### config.mk
export PLATFORM = sky130hd
export DESIGN_NAME = cascaded_reload_timer_bank_unit
export DESIGN_NICKNAME = d
export VERILOG_FILES = /design/src/hw/rtl/crtb_pkg.sv /design/src/hw/rtl/crtb_step.sv /design/src/hw/rtl/cascaded_reload_timer_bank_unit.sv
export VERILOG_INCLUDE_DIRS = /design/src /design/src/hw/rtl
export SDC_FILE = /design/constraint.sdc
export NUM_CORES = 1
export LEC_CHECK = 0
export BUFFER_PORTS_ARGS = -buffer_cell sky130_fd_sc_hd__buf_2
export CORE_ASPECT_RATIO = 0.5
export CORE_MARGIN = 4
export CORE_UTILIZATION = 34
export CTS_BUF_LIST = sky130_fd_sc_hd__clkbuf_4
export CTS_CLUSTER_SIZE = 28
export DETAILED_ROUTE_END_ITERATION = 7
export PLACE_DENSITY = 0.57
export SLEW_MARGIN = 10
export SYNTH_ARGS = -nofsm -noshare
export SYNTH_HDL_FRONTEND = slang
export SYNTH_HIERARCHICAL = 1
export SYNTH_SLANG_ARGS = --single-unit
### constraint.sdc
create_clock -name clk -period 15.26 [get_ports clk]
set_input_delay 2.289 -clock clk [delete_from_list [all_inputs] [get_ports clk]]
set_output_delay 2.289 -clock clk [all_outputs]
set_load 0.005 [all_outputs]
### src/hw/rtl/cascaded_reload_timer_bank_unit_defines.svh
// ----------------------------------------------------------------------------
// cascaded_reload_timer_bank_unit_defines.svh
// Assertion macros for the cascaded reload timer bank.
// ----------------------------------------------------------------------------
`ifndef CASCADED_RELOAD_TIMER_BANK_UNIT_DEFINES_SVH
`define CASCADED_RELOAD_TIMER_BANK_UNIT_DEFINES_SVH

// Same-cycle implication, sampled on clk, off during reset.
`define CRTB_ASSERT_SAME(label, ante, cons, msg) \
  label: assert property (@(posedge clk) disable iff (rst) (ante) |-> (cons)) \
    else $error(msg);

// Next-cycle implication, sampled on clk, off during reset.
`define CRTB_ASSERT_NEXT(label, ante, cons, msg) \
  label: assert property (@(posedge clk) disable iff (rst) (ante) |=> (cons)) \
    else $error(msg);

`endif

### src/hw/rtl/crtb_pkg.sv
// ----------------------------------------------------------------------------
// crtb_pkg
// Types, constants and helpers shared by the timer bank modules.
// ----------------------------------------------------------------------------
package crtb_pkg;

  localparam int TIMER_COUNT = 4;
  localparam int TIMER_W     = (TIMER_COUNT > 1) ? $clog2(TIMER_COUNT) : 1;
  localparam int CYCLES_W    = 12;
  localparam int DATA_W      = 16;
  localparam int CTL_W       = 8;
  localparam int ACC_W       = 10;
  localparam int IRQ_W       = 4;

  localparam logic [DATA_W-1:0] COUNT_MAX = 16'hFFFF;

  // control byte bit positions
  localparam int CTL_CASCADE_BIT = 2;
  localparam int CTL_IRQ_BIT     = 6;
  localparam int CTL_ENABLE_BIT  = 7;

  // commands
  localparam logic [1:0] CMD_ELAPSE       = 2'd0;
  localparam logic [1:0] CMD_WRITE_RELOAD = 2'd1;
  localparam logic [1:0] CMD_WRITE_CTL    = 2'd2;
  localparam logic [1:0] CMD_READ_COUNT   = 2'd3;

  // prescale select codes
  localparam logic [1:0] PRE_DIV1    = 2'd0;
  localparam logic [1:0] PRE_DIV64   = 2'd1;
  localparam logic [1:0] PRE_DIV256  = 2'd2;
  localparam logic [1:0] PRE_DIV1024 = 2'd3;

  typedef struct packed {
    logic [1:0]          command;
    logic [1:0]          timer_index;
    logic [DATA_W-1:0]   write_data;
    logic [CYCLES_W-1:0] cycles;
  } crtb_req_t;

  typedef struct packed {
    logic [DATA_W-1:0] read_data;
    logic [IRQ_W-1:0]  irq_mask;
  } crtb_rsp_t;

  // one timer's state as seen by the step unit
  typedef struct packed {
    logic [CTL_W-1:0]  ctl;
    logic [ACC_W-1:0]  acc;
    logic [DATA_W-1:0] count;
    logic [DATA_W-1:0] reload;
  } crtb_lane_t;

  typedef struct packed {
    logic [ACC_W-1:0]  acc;
    logic [DATA_W-1:0] count;
    logic              overflow;
  } crtb_step_t;

  function automatic logic [ACC_W:0] prescale_period(input logic [1:0] sel);
    logic [ACC_W:0] p;
    unique case (sel)
      PRE_DIV1:    p = (ACC_W+1)'(1);
      PRE_DIV64:   p = (ACC_W+1)'(64);
      PRE_DIV256:  p = (ACC_W+1)'(256);
      PRE_DIV1024: p = (ACC_W+1)'(1024);
    endcase
    return p;
  endfunction

endpackage

### src/hw/rtl/crtb_step.sv
// ----------------------------------------------------------------------------
// crtb_step
// Shared single-timer step: prescale, count, reload and cascade carry.
// ----------------------------------------------------------------------------
module crtb_step (
  input  crtb_pkg::crtb_lane_t lane,
  input  logic                 carry_in,
  output crtb_pkg::crtb_step_t result
);
  import crtb_pkg::*;

  logic           enabled;
  logic           cascade;
  logic           own_clock;
  logic [ACC_W:0] acc_sum;
  logic [ACC_W:0] period;
  logic           tick;
  logic           inc;
  logic           wrap;

  always_comb begin
    enabled   = lane.ctl[CTL_ENABLE_BIT];
    cascade   = lane.ctl[CTL_CASCADE_BIT];
    own_clock = enabled && !cascade;
    acc_sum   = {1'b0, lane.acc} + (ACC_W+1)'(1);
    period    = prescale_period(lane.ctl[1:0]);
    tick      = (acc_sum >= period);
    // cascade timers only move on the carry of the timer below
    inc       = own_clock ? tick : (enabled && cascade && carry_in);
    wrap      = inc && (lane.count == COUNT_MAX);

    if (own_clock) begin
      result.acc = tick ? ACC_W'(acc_sum - period) : ACC_W'(acc_sum);
    end else begin
      result.acc = lane.acc;
    end

    if (wrap) begin
      result.count = lane.reload;
    end else if (inc) begin
      result.count = lane.count + DATA_W'(1);
    end else begin
      result.count = lane.count;
    end
    result.overflow = wrap;
  end

endmodule

### src/hw/rtl/cascaded_reload_timer_bank_unit.sv
// ----------------------------------------------------------------------------
// cascaded_reload_timer_bank_unit
// Bank of 16-bit reload timers with prescaler and cascade, stepped per request.
// ----------------------------------------------------------------------------
// Usage:
//   req (valid/ready) carries one request: advance the bank by req.cycles
//   clock cycles, then apply a command to one timer (elapse, write reload,
//   write control, read counter). rsp (valid/ready) returns one response per
//   request: the counter value for a read (else zero) and the mask of timers
//   that overflowed with IRQ enabled during the request.
//   Timing: one shared step unit visits one timer per clock, so a request
//   advances every timer in turn for each of its cycles in S_RUN, then
//   applies its command in S_CMD, which posts rsp_valid; req_ready rises
//   in the same clock. A new request is taken only once the previous one
//   has posted its response; the bank does not overlap requests.
//   A finished response sits in the output register; the next request is
//   taken while it waits, and the command step holds until the slot frees.
//   Reset (rst, synchronous) clears all counters, reloads, control bytes and
//   prescale accumulators; every timer starts disabled.
// ----------------------------------------------------------------------------
`include "cascaded_reload_timer_bank_unit_defines.svh"

module cascaded_reload_timer_bank_unit (
  input  logic                clk,
  input  logic                rst,
  input  logic                req_valid,
  output logic                req_ready,
  input  crtb_pkg::crtb_req_t req,
  output logic                rsp_valid,
  input  logic                rsp_ready,
  output crtb_pkg::crtb_rsp_t rsp
);
  import crtb_pkg::*;

  localparam logic [1:0] S_IDLE = 2'd0;
  localparam logic [1:0] S_RUN  = 2'd1;
  localparam logic [1:0] S_CMD  = 2'd2;
  localparam logic [1:0] S_HOLD = 2'd3;

  localparam logic [TIMER_W-1:0] LAST = TIMER_W'(TIMER_COUNT - 1);

  logic [1:0]          state;
  logic [TIMER_W-1:0]  ptr;
  logic [CYCLES_W-1:0] remaining;
  logic                carry;
  logic [IRQ_W-1:0]    irq_acc;
  crtb_req_t           cur;

  logic [DATA_W-1:0] counter [TIMER_COUNT];
  logic [DATA_W-1:0] reload  [TIMER_COUNT];
  logic [CTL_W-1:0]  ctl     [TIMER_COUNT];
  logic [ACC_W-1:0]  acc     [TIMER_COUNT];

  logic [TIMER_W-1:0] sel;
  logic               in_range;
  logic               slot_free;
  logic               carry_in;
  logic [IRQ_W-1:0]   irq_hit;
  crtb_lane_t         lane;
  crtb_step_t         step;

  assign req_ready = (state == S_IDLE);
  assign slot_free = !rsp_valid || rsp_ready;
  assign in_range  = (32'(cur.timer_index) < TIMER_COUNT);
  assign sel       = (state == S_CMD) ? TIMER_W'(cur.timer_index) : ptr;
  assign carry_in  = (ptr == '0) ? 1'b0 : carry;

  always_comb begin
    lane.ctl    = ctl[sel];
    lane.acc    = acc[sel];
    lane.count  = counter[sel];
    lane.reload = reload[sel];
  end

  crtb_step u_step (
    .lane     (lane),
    .carry_in (carry_in),
    .result   (step)
  );

  // timers past the mask width report nothing
  always_comb begin
    for (int b = 0; b < IRQ_W; b++) begin
      irq_hit[b] = (32'(ptr) == b) && step.overflow && lane.ctl[CTL_IRQ_BIT];
    end
  end

  always_ff @(posedge clk) begin
    if (rst) begin
      state     <= S_IDLE;
      ptr       <= '0;
      remaining <= '0;
      carry     <= 1'b0;
      irq_acc   <= '0;
      rsp_valid <= 1'b0;
      for (int t = 0; t < TIMER_COUNT; t++) begin
        counter[t] <= '0;
        reload[t]  <= '0;
        ctl[t]     <= '0;
        acc[t]     <= '0;
      end
    end else begin
      // the command step reposts rsp_valid itself when it fires
      if (rsp_valid && rsp_ready && (state != S_CMD)) begin
        rsp_valid <= 1'b0;
      end
      unique case (state)
        S_IDLE: begin
          if (req_valid) begin
            cur       <= req;
            ptr       <= '0;
            carry     <= 1'b0;
            irq_acc   <= '0;
            remaining <= req.cycles;
            state     <= (req.cycles == '0) ? S_CMD : S_RUN;
          end
        end
        S_RUN: begin
          acc[ptr]     <= step.acc;
          counter[ptr] <= step.count;
          carry        <= step.overflow;
          irq_acc      <= irq_acc | irq_hit;
          if (ptr == LAST) begin
            ptr       <= '0;
            remaining <= remaining - CYCLES_W'(1);
            if (remaining == CYCLES_W'(1)) begin
              state <= S_CMD;
            end
          end else begin
            ptr <= ptr + TIMER_W'(1);
          end
        end
        S_CMD: begin
          if (slot_free) begin
            rsp.irq_mask  <= irq_acc;
            rsp.read_data <= '0;
            if (in_range) begin
              unique case (cur.command)
                CMD_ELAPSE: begin
                end
                CMD_WRITE_RELOAD: begin
                  reload[sel] <= cur.write_data;
                end
                CMD_WRITE_CTL: begin
                  ctl[sel] <= cur.write_data[CTL_W-1:0];
                  // rising enable loads the counter
                  if (!lane.ctl[CTL_ENABLE_BIT] && cur.write_data[CTL_ENABLE_BIT]) begin
                    counter[sel] <= lane.reload;
                  end
                end
                CMD_READ_COUNT: begin
                  rsp.read_data <= lane.count;
                end
              endcase
            end
            rsp_valid <= 1'b1;
            state     <= S_IDLE;
          end
        end
        S_HOLD: begin
          state <= S_IDLE;
        end
      endcase
    end
  end

  `CRTB_ASSERT_NEXT(a_zero_cycles_to_cmd, req_valid && req_ready && (req.cycles == '0), state == S_CMD, "zero-cycle request did not go to command step")
  `CRTB_ASSERT_NEXT(a_run_ends, (state == S_RUN) && (ptr == LAST) && (remaining == CYCLES_W'(1)), state == S_CMD, "advance did not end after last cycle")
  `CRTB_ASSERT_NEXT(a_cmd_delivers, (state == S_CMD) && slot_free, rsp_valid && (state == S_IDLE), "command step did not post a response")
  `CRTB_ASSERT_SAME(a_ptr_in_bank, state == S_RUN, 32'(ptr) < TIMER_COUNT, "timer pointer outside the bank")

endmodule
==> qor.yml, run 1 <==
status: "completed"
root_buffer: "clkbuf_4"
final_nets: 1270
postCtsHoldBufs: 0
slowest_delay_ns: 0.71
hold_path_depth: 0
start_util_pct: 34.9
post-route-worst-setup-slack_ns: 8.70
synth_area_sq_um: 13200
regToRegSetupSlack_ns: 8.70
grt_pass1_wl_mm: 53.5
finalCriticalPeriod_ns: 6.56
fp.dieW_um: 286
place.port_buffers: 57
crit_chain: "nor2b_4, mux2i_4, buf_4, nand2_1, and3_1, a31oi_1, ha_1, nand2_1, nor3_1, xor2_1, ha_1, nand2_1, nor3_1, inv_1, o211a_1, a21boi_2, and2_4, mux2_2, nand2_1, o22ai_2"
antenna_found_initial: 1
ctsLongestPathBuffers: 3
cts_buffers: 60
clock_latency_ns: 0.76
worst_pin_slew_ns: 1.22
dr.pass1.iters: 5
grt_use_total_pct: 16.2
start_kind: "flip-flop"
grt_use_met3_pct: 3.47
grt_pass1_vias: 9328
syn_to_final_growth_pct: 11.1
r2r_end: "counter[0][5]$_SDFFCE_PN0P_"
dieHeight_um: 147
avgRoutedWirePerCell_um: 19.7
rows: 50
crit_buf_inv: 2
critPathCaptureType: "flip-flop"
worst-setup-path-type: "reg2reg"
setup_viol_count_final: 0
syn_nets: 1217
drtIter0Drc: 815
cts.repair_timing.setup_buffer_count: 0
slew_headroom_pct: 18.6
fin_worst_skew_ns: 0.0647
clkTransAtPathRegs_ns: 0.07
rsz0062_at_grt: "no"
cts_sinks: 250
pre_cts_ws_ns: 8.78
vias: 9644
hold_end: "rsp[3]$_DFFE_PP_"
p_leak_nw: 6.05
cts_resized: 0
worstPathMaxFanout: 61
coreArea_sq_um: 37800
finalCritPeriodShare_pct: 43.0
final_max_slew_viol_count: 0
ys_warn_count: 6
r2r_start: "state[1]$_SDFFE_PP0P_"
ios: 58
drv_cap: 0
peakVddDrop_mv: 0.0480
cp_top_family: "simple AND/OR/NAND/NOR gates"
hold_violations: 0
p_per_area_nw_per_um2: 112
crit_arrival_ns: 7.02
grt_busiest_layer: "met2"
antenna_left: 0
reg2reg_depth: 20
slowest_stage: "buf_4"
clock.fmax_ghz: 0.152
crit_top_cell: "nand2_1"
grt_overflow: 0
cts_tree: "yes"
drc: 0
drt-vias-per-instance: 5.40
routed_wl_mm: 35.1
grt_max_degree: 67
syn_area_per_cell_sq_um: 11.3
hpwlAfterDp_mm: 23.0
htree_levels: 2
hp-class: "reg2reg"
fin_tns_setup_ns: 0
drive_above_1_share_pct: 18.3
fp.dieArea_sq_um: 42200
worst_ep_required_time_ns: 15.72
gp_congestion: 0.854
fillCellCount: 3696
syn_inst: 1168
min_from: "irq_acc[3]$_SDFFE_PP0P_"
met2_usage_pct: 25.1
met1_usage_pct: 23.2
==> worst max-delay path by stage <==
| stage | from | to | slack (ns) | depth (start not counted) |
|---|---|---|---|---|
| floorplan | state[1]$_SDFFE_PP0P_ | counter[0][2]$_SDFFCE_PN0P_ | 10.46 | 24 |
| detailed placement | state[1]$_SDFFE_PP0P_ | counter[0][5]$_SDFFCE_PN0P_ | 8.78 | 20 |
| global route | state[1]$_SDFFE_PP0P_ | counter[3][5]$_DFFE_PP_ | 8.24 | 20 |
| finish | state[1]$_SDFFE_PP0P_ | counter[0][5]$_SDFFCE_PN0P_ | 8.70 | 20 |
| CTS | state[1]$_SDFFE_PP0P_ | counter[0][5]$_SDFFCE_PN0P_ | 8.74 | 20 |
| global placement | rst | counter[0][9]$_SDFFCE_PN0P_ | 8.95 | 7 |
==> state kept, by name, indices dropped and copies added, names as in the netlist <==
signal and flops:
cur 20, ctl 20, acc 40, ptr 2
rsp 20, remaining 12, counter 64, irq_acc 4
rsp_valid 1, state 2, carry 1, reload 64
==> cell type report <==
type | instances | area [sq um] | area share (%)
clock buffers | 90 | 676 | 4.61
repair buffers | 71 | 390 | 2.67
multi-input cells | 808 | 5420 | 37.0
flip-flops and latches | 250 | 7290 | 49.8
diodes | 1 | 2.50 | 0.0171
well taps | 520 | 651 | 4.44
inverters | 30 | 113 | 0.769
clock inverters | 15 | 100 | 0.684
==> stage by stage <==
step | instance area [sq um] | power [mW] | hold slack, ns | cells | util [%]
after floorplan | 13200 | 1.00 | 0.409 | 1168 | -
after global placement | 13900 | 1.09 | 0.419 | 1679 | 36.7
after detailed placement | 13900 | 1.09 | 0.420 | 1679 | 36.7
after CTS | 14600 | 1.66 | 0.436 | 1784 | 38.7
after global routing | 14600 | 1.72 | 0.455 | 1785 | 38.8
final | 14600 | 1.64 | 0.436 | 1785 | 38.8
==> where the power goes <==
group	internal, mW	switching, mW	leakage [nW]
clock	0.286	0.275	0.458
combinational	0.0888	0.197	3.10
sequential	0.778	0.0157	2.49
==> metal layers <==
layer	vias to the layer above	wire length (um)
met4	0	602
met1	4770	16700
met3	65	2500
met2	318	15400
li1	4491	-
met5	-	0
==> placed cells by master, fill, tap and decap left out, types with 6 or more instances in the layout <==
| cell type | count |
|---|---|
| and3_1 | 106 |
| edfxtp_1 | 228 |
| o21ai_1 | 28 |
| xnor2_1 | 8 |
| nand2_1 | 113 |
| a211oi_1 | 6 |
| buf_4 | 14 |
| dfxtp_1 | 22 |
| mux2i_1 | 84 |
| nor3_1 | 11 |
| clkbuf_4 | 90 |
| nor2_1 | 33 |
| nand2b_1 | 16 |
| o21ai_0 | 52 |
| o22ai_2 | 10 |
| and2_1 | 65 |
| nand4_1 | 8 |
| a31oi_1 | 18 |
| a21o_1 | 11 |
| a21oi_1 | 29 |
| inv_1 | 30 |
| ha_1 | 13 |
| xor2_1 | 6 |
| o22ai_1 | 6 |
| clkinv_1 | 10 |
| buf_2 | 57 |
| nand3_1 | 54 |
| mux2_2 | 19 |
Note: power is estimated with default switching activity, not from simulation.
==> run 2, diff against run 1 <==
==> constraint.sdc (replaced) <==
create_clock -name clk -period 6.55 [get_ports clk]
set_input_delay 0.9825 -clock clk [delete_from_list [all_inputs] [get_ports clk]]
set_output_delay 0.9825 -clock clk [all_outputs]
set_load 0.005 [all_outputs]
==> run 2 against run 1 <==
Compared with the run above: largest power group unchanged; global-route usage rose by 0.37 points; count of clock-buffer cells in the layout up 4; hold slack worse by 0.040 ns; utilization grew 0.47 points; combinational power increased by 130%; sequential power up 130%; clock skew rose by 0.0050 ns; fmax rose by 11%; non-clock buffer count is 11 higher; setup slack got worse by 8.0 ns.
==> qor.yml, run 2 (synthesized netlist as in run 1, its figures left out) <==
grt_use_total_pct: 16.5  # +0.37 points
ctsLongestPathBuffers: 3  # unchanged
clkTransAtPathRegs_ns: 0.08  # about the same
pre_cts_ws_ns: 0.761  # -8.02 ns
root_buffer: "clkbuf_4"
drtIter0Drc: 857  # +5.2%
grt_pass1_vias: 9538  # +2.3%
seq_area_sq_um: 7290  # unchanged
dr.pass1.iters: 4  # -1
worstPathMaxFanout: 17  # -72%
status: "completed"
fin_tns_setup_ns: 0  # unchanged
place.port_buffers: 57  # unchanged
drc: 0  # unchanged
syn_to_final_growth_pct: 12.5
crit_arrival_ns: 6.30  # -0.72 ns
cts_tree: "yes"
slew_headroom_pct: 22.6  # +4.0 points
p_sw_mw: 1.17  # +140%
cell_internal_pwr_mw: 2.81  # +140%
antenna_left: 0  # unchanged
cts_sinks: 250  # unchanged
post-route-worst-setup-slack_ns: 0.665  # -8.03 ns
power_frac_clock_pct: 36.8  # +2.6 points
swShare_pct: 29.5  # -0.23 points
grt_max_degree: 62  # -7.5%
avgRoutedWirePerCell_um: 19.4  # -1.3%
gp_congestion: 0.848  # -0.69%
postCtsHoldBufs: 0  # unchanged
vias: 9651  # +0.073%
fin_hold_ws_ns: 0.396  # -0.0396 ns
power_mw: 3.98  # +140%
cts.repair_timing.setup_buffer_count: 0  # unchanged
largestRegisters: "counter (64), reload (64), acc (40)"
clock_latency_ns: 0.74  # -0.02 ns
critPathCaptureType: "flip-flop"
layout_common_cells: "228 x edfxtp_1, 113 x nand2_1, 106 x and3_1, 94 x clkbuf_4, 84 x mux2i_1"
clock.fmax_ghz: 0.170  # +11%
peakVddDrop_mv: 0.0973  # +100%
p_leak_nw: 6.14  # +1.6%
final_util_pct: 39.2  # +0.47 points
antenna_found_initial: 2  # +1
drv_cap: 0  # unchanged
cts_resized: 0  # unchanged
finalCritPeriodShare_pct: 89.8  # +47 points
cts_buffers: 66  # +10%
setup_viol_count_final: 0  # unchanged
fp.dieArea_sq_um: 42200  # unchanged
fp.dieW_um: 286  # unchanged
routed_wl_mm: 35.1  # about the same
drt-vias-per-instance: 5.34  # -1.1%
combPwrFrac_pct: 16.8  # -0.6 points
pwr-share-seq_pct: 46.4  # -2.0 points
drive_above_1_share_pct: 19.5  # +1.2 points
rsz0062_at_grt: "no"
final_nets: 1287  # +1.3%
htree_levels: 3  # +1
hold_violations: 0  # unchanged
final_cells: 1806  # +1.2%
worst-setup-path-type: "reg2reg"
start_util_pct: 34.9  # unchanged
coreArea_sq_um: 37800  # unchanged
start_kind: "flip-flop"
finalCriticalPeriod_ns: 5.88  # -0.676 ns
fillCellCount: 3744  # +1.3%
p_per_area_nw_per_um2: 268  # +140%
ios: 58  # unchanged
fin_worst_skew_ns: 0.0698  # +0.00504 ns
stdcell_area_sq_um: 14800  # +1.2%
final_max_slew_viol_count: 0  # unchanged
worst_ep_required_time_ns: 6.97  # -8.75 ns
rows: 50  # unchanged
worst_pin_slew_ns: 1.15  # -0.0625 ns
multi_input_area_sq_um: 5420  # about the same
hp-class: "reg2reg"
grt_overflow: 0  # unchanged
dpl_cell_area_sq_um: 13900  # +0.60%
grt_pass1_wl_mm: 54.3  # +1.5%
dieHeight_um: 147  # unchanged
hpwlAfterDp_mm: 23.0  # -0.21%
layout_commonest_cell: "edfxtp_1"
dp.cells: 1690  # +0.66%
-- run 2: power by group through the flow --
stage / clock network (mW) / logic [mW] / registers (mW)
6_report: 1.46 / 0.668 / 1.85
5_1_grt: 1.59 / 0.730 / 1.85
4_1_cts: 1.50 / 0.662 / 1.85
3_5_place_dp: 0 / 0.659 / 1.88
3_3_place_gp: 0 / 0.656 / 1.88
2_1_floorplan: 0 / 0.474 / 1.87
-- run 2: worst paths after layout --
| check | startpoint | end | slack (ns) | depth (start not counted) |
|---|---|---|---|---|
| worst max-delay path | state[1]$_SDFFE_PP0P_ | counter[3][14]$_DFFE_PP_ | 0.67 | 19 |
| worst min-delay path | irq_acc[3]$_SDFFE_PP0P_ | rsp[3]$_DFFE_PP_ | 0.40 | 0 |
| worst max register to register | state[1]$_SDFFE_PP0P_ | counter[3][14]$_DFFE_PP_ | 0.67 | 19 |
| worst min register to register | irq_acc[3]$_SDFFE_PP0P_ | rsp[3]$_DFFE_PP_ | 0.40 | 0 |
-- run 2: layout make-up --
type,instances,share of cell area (%)
Clock buffer,94,4.76
Clock inverter,20,1.14
Multi-Input combinational cell,808,36.6
Tap cell,520,4.39
Antenna cell,2,0.0338
Timing Repair Buffer,82,3.19
Sequential cell,250,49.2
Inverter,30,0.760
-- run 2: critical path, cell delays in order (launching register included) --
cell	delay, ns
dfxtp_1	0.47
nor2b_4	0.31
mux2i_4	0.55
nand2_1	0.09
and3_1	0.18
a31oi_1	0.46
ha_1	0.38
nand2_1	0.16
nor3_1	0.43
xor2_1	0.13
ha_1	0.24
a311o_1	0.30
a31oi_1	0.26
o211a_1	0.57
a21boi_2	0.19
buf_4	0.21
nand4_1	0.10
mux2_2	0.38
nand2_1	0.10
o21ai_0	0.09
-- run 2: layer usage --
layer / wire length, um / global-route usage [%]
met3: 2450 / 4.23
met5: 0 / 0
met2: 15100 / 25.0
met1: 16900 / 23.4
met4: 595 / 5.01
